## src/hdl/assert_macros.svh

```systemverilog
// Assertion helpers, clocked on clk and disabled while rst_n is low.
`ifndef ASSERT_MACROS_SVH
`define ASSERT_MACROS_SVH

// Same-cycle implication.
`define ISOTP_ASSERT_IMP(lbl, ante, cons, msg) \
    lbl: assert property (@(posedge clk) disable iff (!rst_n) (ante) |-> (cons)) \
        else $error(msg);

// Next-cycle implication.
`define ISOTP_ASSERT_NEXT(lbl, ante, cons, msg) \
    lbl: assert property (@(posedge clk) disable iff (!rst_n) (ante) |=> (cons)) \
        else $error(msg);

`endif

```

## src/hdl/isotp_pkg.sv

```systemverilog
package isotp_pkg;

    localparam int MAX_REQUEST_DEF = 256;
    localparam int MAX_BURST       = 36;
    localparam int BURST_W         = 6;
    localparam int CFG_IDX_W       = 1;
    localparam int CFG_W           = 32;
    localparam int LEN_W           = 12;

    localparam logic [3:0] PCI_FF      = 4'h1;
    localparam logic [3:0] PCI_CF      = 4'h2;
    localparam logic [3:0] PCI_FC      = 4'h3;
    localparam logic [7:0] FC_CTS_BYTE = 8'h30;

    localparam logic ACTION_REQ   = 1'b0;
    localparam logic ACTION_FRAME = 1'b1;

    typedef enum logic [CFG_IDX_W-1:0] {
        REG_REQUEST_ID  = 1'b0,
        REG_RESPONSE_ID = 1'b1
    } isotp_reg_t;

    typedef enum logic [1:0] {
        KIND_TX    = 2'd0,
        KIND_RESP  = 2'd1,
        KIND_EMPTY = 2'd2
    } isotp_kind_t;

    typedef enum logic [2:0] {
        ST_IDLE,
        ST_GATHER,
        ST_SEND,
        ST_BURST,
        ST_STREAM,
        ST_FINISH
    } isotp_state_t;

    typedef enum logic [1:0] {
        THEN_IDLE,
        THEN_BURST,
        THEN_STREAM
    } isotp_then_t;

    typedef struct packed {
        logic        action;
        logic [7:0]  req_byte;
        logic        req_last;
        logic [31:0] rx_id;
        logic [3:0]  rx_len;
        logic [63:0] rx_data;
    } isotp_in_t;

    typedef struct packed {
        isotp_kind_t kind;
        logic [63:0] tx_data;
        logic [7:0]  tx_delay;
        logic [7:0]  resp_byte;
        logic        resp_last;
    } isotp_out_t;

endpackage

```

## src/hdl/isotp_req_mem.sv

```systemverilog
module isotp_req_mem #(
    parameter int DEPTH = isotp_pkg::MAX_REQUEST_DEF,
    parameter int AW    = $clog2(DEPTH)
) (
    input  logic          clk,
    input  logic          we,
    input  logic [AW-1:0] waddr,
    input  logic [7:0]    wdata,
    input  logic          re,
    input  logic [AW-1:0] raddr,
    output logic [7:0]    rdata
);
    logic [7:0] mem [DEPTH];

    always_ff @(posedge clk)
    begin
        if (we)
        begin
            mem[waddr] <= wdata;
        end
    end

    always_ff @(posedge clk)
    begin
        if (re)
        begin
            rdata <= mem[raddr];
        end
    end
endmodule

```

## src/hdl/isotp_engine.sv

```systemverilog
`include "assert_macros.svh"

module isotp_engine #(
    parameter int MAX_REQUEST = isotp_pkg::MAX_REQUEST_DEF,
    parameter int AW          = $clog2(MAX_REQUEST)
) (
    input  logic                  clk,
    input  logic                  rst_n,
    input  logic                  in_valid,
    output logic                  in_stall,
    input  isotp_pkg::isotp_in_t  in_data,
    input  logic                  out_free,
    output logic                  emit,
    output isotp_pkg::isotp_out_t emit_data,
    input  logic [31:0]           response_id,
    output logic                  mem_we,
    output logic [AW-1:0]         mem_waddr,
    output logic [7:0]            mem_wdata,
    output logic                  mem_re,
    output logic [AW-1:0]         mem_raddr,
    input  logic [7:0]            mem_rdata
);
    import isotp_pkg::*;

    localparam int CW = $clog2(MAX_REQUEST + 1);
    localparam int GW = $clog2(MAX_REQUEST + 16);

    isotp_state_t         state_reg, state_next;
    isotp_then_t          then_reg, then_next;
    logic [CW-1:0]        rc_reg, rc_next;
    logic [GW-1:0]        base_reg, base_next;
    logic [3:0]           seq_reg, seq_next;
    logic                 busy_reg, busy_next;
    logic                 drop_reg, drop_next;
    logic [LEN_W-1:0]     expect_reg, expect_next;
    logic [LEN_W-1:0]     got_reg, got_next;
    logic [63:0]          tx_reg, tx_next;
    logic [7:0]           delay_reg, delay_next;
    logic [3:0]           slot_reg, slot_next;
    logic [GW-1:0]        gaddr_reg, gaddr_next;
    logic                 pend_reg, pend_next;
    logic [2:0]           pend_slot_reg, pend_slot_next;
    logic                 pend_keep_reg, pend_keep_next;
    logic [63:0]          rx_reg, rx_next;
    logic [3:0]           bi_reg, bi_next;
    logic                 fin_all_reg, fin_all_next;
    logic [BURST_W-1:0]   cnt_reg, cnt_next;
    logic [7:0]           fc_count_reg, fc_count_next;

    logic                 accept;
    logic                 frame_ok;
    logic [3:0]           hi;
    logic [7:0]           b0, b1, b2;
    logic                 gather_done;
    logic                 burst_go;
    logic                 stream_want;
    logic                 stream_end;
    logic                 fin_now;
    logic [CW-1:0]        rc_new;
    logic [LEN_W-1:0]     len12;
    logic [3:0]           dlc;
    logic [7:0]           sf_len;

    assign in_stall    = (state_reg != ST_IDLE);
    assign accept      = in_valid && (state_reg == ST_IDLE);
    assign b0          = in_data.rx_data[7:0];
    assign b1          = in_data.rx_data[15:8];
    assign b2          = in_data.rx_data[23:16];
    assign hi          = b0[7:4];
    assign frame_ok    = accept && (in_data.action == ACTION_FRAME) && busy_reg
                         && (in_data.rx_id == response_id);
    assign gather_done = slot_reg[3] && !pend_reg;
    assign burst_go    = (rc_reg >= CW'(8)) && (base_reg < GW'(rc_reg))
                         && ((fc_count_reg == 8'd0) || ({2'b00, cnt_reg} < fc_count_reg))
                         && (cnt_reg < BURST_W'(MAX_BURST));
    assign stream_want = got_reg < expect_reg;
    assign stream_end  = bi_reg[3];
    assign fin_now     = fin_all_reg || (got_reg == expect_reg);
    assign rc_new      = rc_reg + CW'(rc_reg < CW'(MAX_REQUEST));
    assign len12       = LEN_W'(rc_new);
    assign dlc         = (in_data.rx_len > 4'd8) ? 4'd8 : in_data.rx_len;
    assign sf_len      = (b0 < {4'd0, dlc}) ? b0
                         : ((dlc != 4'd0) ? {4'd0, dlc - 4'd1} : 8'd0);
    assign mem_waddr   = rc_reg[AW-1:0];
    assign mem_wdata   = in_data.req_byte;
    assign mem_raddr   = gaddr_reg[AW-1:0];

    always_comb
    begin
        state_next = state_reg;
        case (state_reg)
            ST_IDLE:
            begin
                if (accept)
                begin
                    if (in_data.action == ACTION_REQ)
                    begin
                        if (!drop_reg && !busy_reg && in_data.req_last)
                        begin
                            state_next = ST_GATHER;
                        end
                    end
                    else if (frame_ok)
                    begin
                        case (hi)
                            PCI_FC:  state_next = ST_BURST;
                            PCI_FF:  state_next = ST_SEND;
                            default: state_next = ST_STREAM;
                        endcase
                    end
                end
            end
            ST_GATHER:
            begin
                if (gather_done)
                begin
                    state_next = ST_SEND;
                end
            end
            ST_SEND:
            begin
                if (out_free)
                begin
                    case (then_reg)
                        THEN_BURST:  state_next = ST_BURST;
                        THEN_STREAM: state_next = ST_STREAM;
                        default:     state_next = ST_IDLE;
                    endcase
                end
            end
            ST_BURST:
            begin
                state_next = burst_go ? ST_GATHER : ST_IDLE;
            end
            ST_STREAM:
            begin
                if (stream_end)
                begin
                    state_next = ST_FINISH;
                end
            end
            ST_FINISH:
            begin
                if (!fin_now || (expect_reg != '0) || out_free)
                begin
                    state_next = ST_IDLE;
                end
            end
            default: state_next = ST_IDLE;
        endcase
    end

    always_comb
    begin
        then_next      = then_reg;
        rc_next        = rc_reg;
        base_next      = base_reg;
        seq_next       = seq_reg;
        busy_next      = busy_reg;
        drop_next      = drop_reg;
        expect_next    = expect_reg;
        got_next       = got_reg;
        tx_next        = tx_reg;
        delay_next     = delay_reg;
        slot_next      = slot_reg;
        gaddr_next     = gaddr_reg;
        pend_next      = pend_reg;
        pend_slot_next = pend_slot_reg;
        pend_keep_next = pend_keep_reg;
        rx_next        = rx_reg;
        bi_next        = bi_reg;
        fin_all_next   = fin_all_reg;
        cnt_next       = cnt_reg;
        fc_count_next  = fc_count_reg;
        emit           = 1'b0;
        emit_data      = '0;
        mem_we         = 1'b0;
        mem_re         = 1'b0;
        case (state_reg)
            ST_IDLE:
            begin
                if (accept && (in_data.action == ACTION_REQ))
                begin
                    if (drop_reg)
                    begin
                        if (in_data.req_last)
                        begin
                            drop_next = 1'b0;
                        end
                    end
                    else if (busy_reg)
                    begin
                        if (!in_data.req_last)
                        begin
                            drop_next = 1'b1;
                        end
                    end
                    else
                    begin
                        mem_we  = rc_reg < CW'(MAX_REQUEST);
                        rc_next = rc_new;
                        if (in_data.req_last)
                        begin
                            busy_next   = 1'b1;
                            expect_next = '0;
                            got_next    = '0;
                            seq_next    = 4'd1;
                            base_next   = GW'(6);
                            gaddr_next  = '0;
                            pend_next   = 1'b0;
                            delay_next  = 8'd0;
                            then_next   = THEN_IDLE;
                            if (rc_new < CW'(8))
                            begin
                                tx_next   = {56'd0, len12[7:0]};
                                slot_next = 4'd1;
                            end
                            else
                            begin
                                tx_next   = {48'd0, len12[7:0], PCI_FF, len12[11:8]};
                                slot_next = 4'd2;
                            end
                        end
                    end
                end
                else if (frame_ok)
                begin
                    case (hi)
                        PCI_FC:
                        begin
                            fc_count_next = b1;
                            delay_next    = b2;
                            cnt_next      = '0;
                        end
                        PCI_FF:
                        begin
                            tx_next      = {56'd0, FC_CTS_BYTE};
                            delay_next   = 8'd0;
                            then_next    = THEN_STREAM;
                            expect_next  = {b0[3:0], b1};
                            got_next     = '0;
                            rx_next      = in_data.rx_data;
                            bi_next      = 4'd2;
                            fin_all_next = 1'b0;
                        end
                        PCI_CF:
                        begin
                            rx_next      = in_data.rx_data;
                            bi_next      = 4'd1;
                            fin_all_next = 1'b0;
                        end
                        default:
                        begin
                            expect_next  = LEN_W'(sf_len);
                            got_next     = '0;
                            rx_next      = in_data.rx_data;
                            bi_next      = 4'd1;
                            fin_all_next = 1'b1;
                        end
                    endcase
                end
            end
            ST_GATHER:
            begin
                if (pend_reg)
                begin
                    tx_next[8*pend_slot_reg +: 8] = pend_keep_reg ? mem_rdata : 8'd0;
                end
                if (!slot_reg[3])
                begin
                    mem_re         = 1'b1;
                    pend_next      = 1'b1;
                    pend_slot_next = slot_reg[2:0];
                    pend_keep_next = gaddr_reg < GW'(rc_reg);
                    slot_next      = slot_reg + 4'd1;
                    gaddr_next     = gaddr_reg + GW'(1);
                end
                else
                begin
                    pend_next = 1'b0;
                end
            end
            ST_SEND:
            begin
                if (out_free)
                begin
                    emit              = 1'b1;
                    emit_data.kind    = KIND_TX;
                    emit_data.tx_data = tx_reg;
                    emit_data.tx_delay = delay_reg;
                    if (then_reg == THEN_BURST)
                    begin
                        seq_next  = seq_reg + 4'd1;
                        base_next = base_reg + GW'(7);
                        cnt_next  = cnt_reg + BURST_W'(1);
                    end
                end
            end
            ST_BURST:
            begin
                if (burst_go)
                begin
                    tx_next    = {56'd0, PCI_CF, seq_reg};
                    slot_next  = 4'd1;
                    gaddr_next = base_reg;
                    pend_next  = 1'b0;
                    then_next  = THEN_BURST;
                end
            end
            ST_STREAM:
            begin
                if (!stream_end)
                begin
                    if (stream_want)
                    begin
                        if (out_free)
                        begin
                            emit                = 1'b1;
                            emit_data.kind      = KIND_RESP;
                            emit_data.resp_byte = rx_reg[8*bi_reg[2:0] +: 8];
                            emit_data.resp_last = (got_reg + LEN_W'(1)) == expect_reg;
                            got_next            = got_reg + LEN_W'(1);
                            bi_next             = bi_reg + 4'd1;
                        end
                    end
                    else
                    begin
                        bi_next = bi_reg + 4'd1;
                    end
                end
            end
            ST_FINISH:
            begin
                if (fin_now && ((expect_reg != '0) || out_free))
                begin
                    if (expect_reg == '0)
                    begin
                        emit                = 1'b1;
                        emit_data.kind      = KIND_EMPTY;
                        emit_data.resp_last = 1'b1;
                    end
                    busy_next   = 1'b0;
                    rc_next     = '0;
                    base_next   = GW'(6);
                    expect_next = '0;
                    got_next    = '0;
                end
            end
            default:
            begin
                then_next = THEN_IDLE;
            end
        endcase
    end

    always_ff @(posedge clk or negedge rst_n)
    begin
        if (!rst_n)
        begin
            state_reg    <= ST_IDLE;
            then_reg     <= THEN_IDLE;
            rc_reg       <= '0;
            base_reg     <= GW'(6);
            seq_reg      <= 4'd1;
            busy_reg     <= 1'b0;
            drop_reg     <= 1'b0;
            expect_reg   <= '0;
            got_reg      <= '0;
            slot_reg     <= '0;
            gaddr_reg    <= '0;
            pend_reg     <= 1'b0;
            bi_reg       <= '0;
            fin_all_reg  <= 1'b0;
            cnt_reg      <= '0;
            fc_count_reg <= '0;
        end
        else
        begin
            state_reg    <= state_next;
            then_reg     <= then_next;
            rc_reg       <= rc_next;
            base_reg     <= base_next;
            seq_reg      <= seq_next;
            busy_reg     <= busy_next;
            drop_reg     <= drop_next;
            expect_reg   <= expect_next;
            got_reg      <= got_next;
            slot_reg     <= slot_next;
            gaddr_reg    <= gaddr_next;
            pend_reg     <= pend_next;
            bi_reg       <= bi_next;
            fin_all_reg  <= fin_all_next;
            cnt_reg      <= cnt_next;
            fc_count_reg <= fc_count_next;
        end
    end

    always_ff @(posedge clk)
    begin
        tx_reg        <= tx_next;
        delay_reg     <= delay_next;
        pend_slot_reg <= pend_slot_next;
        pend_keep_reg <= pend_keep_next;
        rx_reg        <= rx_next;
    end

    `ISOTP_ASSERT_IMP(a_emit_free, emit, out_free, "result emitted into a full output stage")
    `ISOTP_ASSERT_IMP(a_got_le_expect, 1'b1, got_reg <= expect_reg, "received count overran")
    `ISOTP_ASSERT_IMP(a_pend_gather, pend_reg, state_reg == ST_GATHER, "read outstanding off gather")
    `ISOTP_ASSERT_NEXT(a_seq_step, emit && (state_reg == ST_SEND) && (then_reg == THEN_BURST),
        seq_reg == $past(seq_reg) + 4'd1, "sequence number did not advance")
endmodule

```

## src/hdl/isotp_segment_reassemble_top.sv

```systemverilog
// Request byte: one transaction per cycle while idle; the last byte stalls the input while its frame is built.
// Flow control: each released consecutive frame is built from 7 pipelined store reads, then sent.
// Received frame: walked one data byte position at a time, holding while the output stage is full.
// One input transaction at a time; output stage register decouples the result side.
// Reset: asynchronous, active low; control clears, request store is not cleared.
module isotp_segment_reassemble_top #(
    parameter int MAX_REQUEST = isotp_pkg::MAX_REQUEST_DEF
) (
    input  logic                                 clk,
    input  logic                                 rst_n,
    input  logic                                 in_valid,
    output logic                                 in_stall,
    input  isotp_pkg::isotp_in_t                 in_data,
    output logic                                 out_valid,
    input  logic                                 out_stall,
    output isotp_pkg::isotp_out_t                out_data,
    input  logic                                 cfg_we,
    input  logic [isotp_pkg::CFG_IDX_W-1:0]      cfg_index,
    input  logic [isotp_pkg::CFG_W-1:0]          cfg_wdata
);
    import isotp_pkg::*;

    localparam int AW = $clog2(MAX_REQUEST);

    logic [31:0]   resp_id_reg;
    logic          out_valid_reg;
    isotp_out_t    out_data_reg;
    logic          out_free;
    logic          emit;
    isotp_out_t    emit_data;
    logic          mem_we;
    logic [AW-1:0] mem_waddr;
    logic [7:0]    mem_wdata;
    logic          mem_re;
    logic [AW-1:0] mem_raddr;
    logic [7:0]    mem_rdata;

    assign out_free  = !out_valid_reg || !out_stall;
    assign out_valid = out_valid_reg;
    assign out_data  = out_data_reg;

    always_ff @(posedge clk or negedge rst_n)
    begin
        if (!rst_n)
        begin
            resp_id_reg   <= '0;
            out_valid_reg <= 1'b0;
        end
        else
        begin
            if (cfg_we && (cfg_index == REG_RESPONSE_ID))
            begin
                resp_id_reg <= cfg_wdata;
            end
            if (emit)
            begin
                out_valid_reg <= 1'b1;
            end
            else if (!out_stall)
            begin
                out_valid_reg <= 1'b0;
            end
        end
    end

    always_ff @(posedge clk)
    begin
        if (emit)
        begin
            out_data_reg <= emit_data;
        end
    end

    isotp_engine #(
        .MAX_REQUEST(MAX_REQUEST),
        .AW(AW)
    ) u_engine (
        .clk(clk),
        .rst_n(rst_n),
        .in_valid(in_valid),
        .in_stall(in_stall),
        .in_data(in_data),
        .out_free(out_free),
        .emit(emit),
        .emit_data(emit_data),
        .response_id(resp_id_reg),
        .mem_we(mem_we),
        .mem_waddr(mem_waddr),
        .mem_wdata(mem_wdata),
        .mem_re(mem_re),
        .mem_raddr(mem_raddr),
        .mem_rdata(mem_rdata)
    );

    isotp_req_mem #(
        .DEPTH(MAX_REQUEST),
        .AW(AW)
    ) u_req_mem (
        .clk(clk),
        .we(mem_we),
        .waddr(mem_waddr),
        .wdata(mem_wdata),
        .re(mem_re),
        .raddr(mem_raddr),
        .rdata(mem_rdata)
    );
endmodule
```

## config.mk

```make
export PLATFORM = sky130hd
export DESIGN_NAME = isotp_segment_reassemble_top
export DESIGN_NICKNAME = d
export VERILOG_FILES = /design/src/hdl/isotp_pkg.sv /design/src/hdl/isotp_req_mem.sv /design/src/hdl/isotp_engine.sv /design/src/hdl/isotp_segment_reassemble_top.sv
export VERILOG_INCLUDE_DIRS = /design/src /design/src/hdl
export SDC_FILE = /design/constraint.sdc
export NUM_CORES = 2
export LEC_CHECK = 0
export BUFFER_PORTS_ARGS = -buffer_cell sky130_fd_sc_hd__clkbuf_2
export CAP_MARGIN = 40
export CORE_ASPECT_RATIO = 0.7
export CORE_MARGIN = 2
export CORE_UTILIZATION = 40
export CTS_BUF_LIST = sky130_fd_sc_hd__clkbuf_8
export DETAILED_ROUTE_END_ITERATION = 10
export HOLD_SLACK_MARGIN = 0.12
export SLEW_MARGIN = 10
export SYNTH_ARGS = -nofsm -noshare
export SYNTH_HDL_FRONTEND = slang
export SYNTH_SLANG_ARGS = --single-unit
```

## constraint.sdc

```tcl
create_clock -name clk -period 38.7 [get_ports clk]
set_clock_uncertainty 0.15 [all_clocks]
set_input_delay 1.935 -clock clk [delete_from_list [all_inputs] [get_ports clk]]
set_output_delay 1.935 -clock clk [all_outputs]
set_load 0.03 [all_outputs]
```

; ---- Word level (Yosys, flattened, before mapping)
; Memory sizes are Yosys's and may differ from the RTL's. A register that Yosys moved wholly into a read port is not among the register bits.
; Index checks and enable logic that the tools add are counted.
[classes]
n_addsub = 10
n_lt_le_gt_ge = 10
n_eq_ne = 47
shift = 3
mux = 146
bitwise_logic = 8
n_reduce_logical = 63
[op_table]
columns = operator, count
row1 = $mux 64, 8
row2 = $pmux 64 s3, 1
row3 = $mux 9, 17
row4 = $mux 12, 12
row5 = $mux 4, 19
row6 = $bwmux 64, 1
row7 = $shift 8x34->64 const A, 1
row8 = $shiftx 64x7->8, 1
row9 = $shiftx 8x34->64, 1
row10 = $mux 8, 7
row11 = $pmux 9 s3, 2
row12 = $pmux 12 s2, 2
row13 = $pmux 12 s3, 1
row14 = $reduce_and 7->1, 5
row15 = $neg 6->34, 1
row16 = $mux 1, 33
row17 = $eq 32x32->1, 1
row18 = $mux 6, 5
row19 = $ne 2x1->1 const B, 13
row20 = $eq 12x12->1, 2
row21 = $mux 2, 12
row22 = $mux 3, 8
row23 = $ne 2x2->1 const B, 12
row24 = $pmux 4 s2, 3
row25 = other kinds (54), 119
[word_totals]
register_bits = 342
ramBits = 2048
in_bits = 148
out_inout_bits = 85
wordCells = 318
mem_count = 1
[mem_list]
columns = memory, words, width, read_ports, rd_ports_with_merged_regs, write_ports, line
row1 = u_req_mem.mem, 256, 8, 1, 1, 1, isotp_req_mem.sv:13  ; logic [7:0] mem [DEPTH];

; ---- Depth between registers and ports, before layout
[logic_depth]
word_depth = 9
depth_mapped = 13
depth_no_buf = 10

; ---- Hierarchy
; Synthesis repeated with hierarchy kept, for this count alone.
[hier_totals]
hier_cells = 5225
hier_area_um2 = 96700.2
[by_module_without_submodules]
columns = mod, n_inst, cells_per_inst, area_per_inst_um2, seq_area_each_um2
row1 = isotp_req_mem, 1, 3733, 79636.4, 61739.2
row2 = isotp_engine, 1, 1338, 13191.4, 6359.8
row3 = isotp_segment_reassemble_top, 1, 154, 3872.5, 3318.2

; ---- Worst setup path after synthesis
; Ideal clock, no wire load.
[synth_timing]
kind = input to register
startpoint = input port in_data[78] in the netlist's numbering
endpoint = register u_engine.tx_reg[0], enable pin
setup_time_ns = 0.828
t_arrival_ns = 13.386
required_ns = 37.722
slack_ns = 24.335
stages = 8
n_path_buf = 1
cell_sequence = xnor2_1 > nand4_1 > or4_1 > or3_1 > buf_2 > nor3_1 > nor2_1 > a2111oi_0
[synth_via]
elab_chain_len = 4
[synth_rtl]
columns = item, line
row1 = "start, declared", isotp_segment_reassemble_top.sv:13  ; input isotp_pkg::isotp_in_t in_data,
row2 = $eq 32x32->1, isotp_engine.sv:71  ; && (in_data.rx_id == response_id);
row3 = $logic_and 1x1->1, isotp_engine.sv:71
row4 = $ne 3x2->1 (no source line), -
row5 = $reduce_and 8->1 (no source line), -
row6 = "end signal, assigned", isotp_engine.sv:400  ; tx_reg <= tx_next;
row7 = "end, declared", isotp_engine.sv:37  ; logic [63:0] tx_reg, tx_next;
; Every way passes these cells.
; A chain may end at the register's enable or synchronous reset.

==> impl_metrics.toml <==
[sta]
slew_headroom_pct = 18.1
tns_ns = 0
max_slew.worst_pin.slew_ns = 1.23
max_freq_mhz = 203
maxSlewViolCount = 0
fin_crit_ns = 4.94
timing.hold.ws_ns = 0.353
finalCritPeriodShare_pct = 12.8
hold_viol = 0
rsz0062_at_grt = "no"
setup_viol = 0

[place]
dpl.hpwl_um = 157000
globalplace.congestion = 0.875
io_buffers = 232
placed_cells = 8301

[worst_setup_path]
start_kind = "flip-flop"
end_kind = "flip-flop"
crit_fanout = 93
crit_arrival_ns = 5.59
crit_type = "flip-flop to flip-flop"
critPathRequiredTime_ns = 39.35

[cts]
clkLatencyLatePin_ns = 0.96
post_cts_resized = 0
cts_hold_buf = 0
clock-sinks = 2398
clock_tree.root_cell = "clkbuf_8"
h-tree-depth = 5
post-cts-setup-buffers = 0
cts_tree = "done"
cts_buffers = 349
clk_pin_slew_ns = 0.07
cts_buffer_depth = 4

[floorplan]
die_x_um = 587
dieArea_sq_um = 242000
ioPinCount = 233
initial_core_util_pct = 40.3
rows = 149
core_sq_um = 236000
die-height_um = 412

[route]
wl_um = 256000
firstDrtPassIters = 6
wl_per_cell_um = 28.7
vias = 51400
via_per_inst = 5.77
ant_nets = 0
drt-initial-drc-count = 6692
drc = 0

[synth]
netlist_instances = 5076
synth_edf_count = 2279
yosysSeqAreaShare_pct = 75.0
syn_nets = 5271
synth_top_area_cell = "edfxtp_1"
synthArstFlopShare_pct = 4.96
synth_seq_cells = 2398
ys_warn_count = 0
syn-cell-area_sq_um = 95200
yosys-top-cells-area = "edfxtp_1, mux4_2, dfrtp_1"
ys.flop_type = "edfxtp_1"
synth_top_area_share_pct = 71.9
avgSynthCellArea_sq_um = 18.8
yosysMostFrequentCell = "edfxtp_1"
ys_types = 70
ys_top_cells_by_count = "edfxtp_1, mux4_2, nor2_1"

[flow_run]
maxCapViolCount = 0

[power_and_ir_drop]
power.switching_mw = 1.94
switching_share_pct = 30.4
p_int_mw = 4.46
p_per_area_nw_per_um2 = 59.8
p_clk_share_pct = 30.0
pwr-share-seq_pct = 47.7
max-vdd-ir-drop_uv = 41.3
p_total_mw = 6.40
power_frac_comb_pct = 22.3
p_leak_nw = 34.3

[grt]
grt-ovfl-total = 0
grt_pass1_wl_um = 363000
grt_use_total_pct = 20.7
grt_pass1_vias = 50400
grt_max_degree = 155
grt_antenna_before_repair = 15

[cells_and_area]
drive_gt1_share_pct = 24.2
nNetsFinal = 5680
fin_util_pct = 45.3
synthToLayoutAreaGrowth_pct = 12.4
largest_register_ffs = 2048
stdcell_count = 8916
nFillCells = 20200

[outcome]
status = "finished clean"

[hold_path]
hold_path_class = "flip-flop to flip-flop"
## layout make-up
cell class,count,area [sq um],share of cell area (%)
repair buffers,353,2480,2.32
clock inverters,241,1340,1.25
multi-input cells,2331,22600,21.1
well taps,3171,3970,3.71
inverters,52,195,0.182
flip-flops and latches,2398,71400,66.7
clock buffers,367,5050,4.72
diodes,3,7.51,0.00701
## power by group through the flow
stage,registers (mW),clock network [mW],logic [mW]
3_5_place_dp,3.11,0,1.41
5_1_grt,3.06,2.06,1.51
2_1_floorplan,3.10,0,0.911
3_3_place_gp,3.12,0,1.37
6_report,3.05,1.92,1.42
4_1_cts,3.05,1.96,1.41
## kinds of logic after synthesis
kind of cell,share of synthesized area (%)
flops,75.0
simple gates,4.81
compound gates,4.16
xor+xnor,0.570
fa+ha+maj,0.618
buf+inv,1.45
mux,13.4
## routing by layer
| layer | wire length (um) | vias up | global-route usage, % | part of all wire, % |
|---|---|---|---|---|
| met3 | 30600 | 380 | 6.89 | 12 |
| met4 | 6070 | 8 | 5.52 | 2.4 |
| li1 | - | 21500 | - | - |
| met1 | 111000 | 26800 | 31.1 | 43 |
| met5 | 49 | - | 0 | 0.019 |
| met2 | 108000 | 2802 | 28.6 | 42 |
## metrics by stage
step / area (sq um) / worst slack [ns]
2_1_floorplan: 95200 / 24.34
3_3_place_gp: 100000 / 33.06
3_5_place_dp: 101000 / 33.17
4_1_cts: 107000 / 33.88
5_1_grt: 107000 / 33.73
6_report: 107000 / 33.76
## cell usage in the layout, fill, tap and decap left out, types with 30 or more instances in the layout
cell type	instances
mux2i_1	92
o21ai_0	77
clkbuf_2	224
clkinv_2	42
mux4_2	502
clkinv_1	67
a221oi_1	56
buf_4	92
and3_1	87
a22oi_1	103
dfrtp_1	113
nor2_1	430
ha_1	47
o22ai_1	32
nor3_1	56
nor4_1	31
a21oi_1	137
nand2_1	189
a22o_1	47
nand4_1	30
mux2_2	46
edfxtp_1	2279
nand3_1	64
inv_1	154
clkbuf_8	367
xor2_1	41
## path summary, 6_finish.rpt
path,to,depth (start not counted),slack (ns),start
setup / recovery,u_req_mem.rdata[6]$_DFFE_PP_,9,33.76,u_engine.gaddr_reg[1]$_DFFE_PN0P_
hold / removal,u_engine.seq_reg[3]$_DFFE_PN0P_,1,0.35,u_engine.seq_reg[3]$_DFFE_PN0P_
setup reg to reg,u_req_mem.rdata[6]$_DFFE_PP_,9,33.76,u_engine.gaddr_reg[1]$_DFFE_PN0P_
hold reg to reg,u_engine.seq_reg[3]$_DFFE_PN0P_,1,0.35,u_engine.seq_reg[3]$_DFFE_PN0P_
max in group asynchronous,u_engine.expect_reg[9]$_DFFE_PN0P_,3,36.42,rst_n
min in group asynchronous,u_engine.gaddr_reg[7]$_DFFE_PN0P_,1,0.88,rst_n
## critical path: stages, from the launching register on
cell	delay, ns
dfrtp_4	0.83
buf_12	0.45
buf_4	0.64
buf_4	0.62
mux4_2	0.35
a311oi_1	0.16
and3_1	0.31
a2bb2oi_1	0.44
o2111ai_1	0.35
nor3_1	0.26
Note: power is estimated with default switching activity, not from simulation.
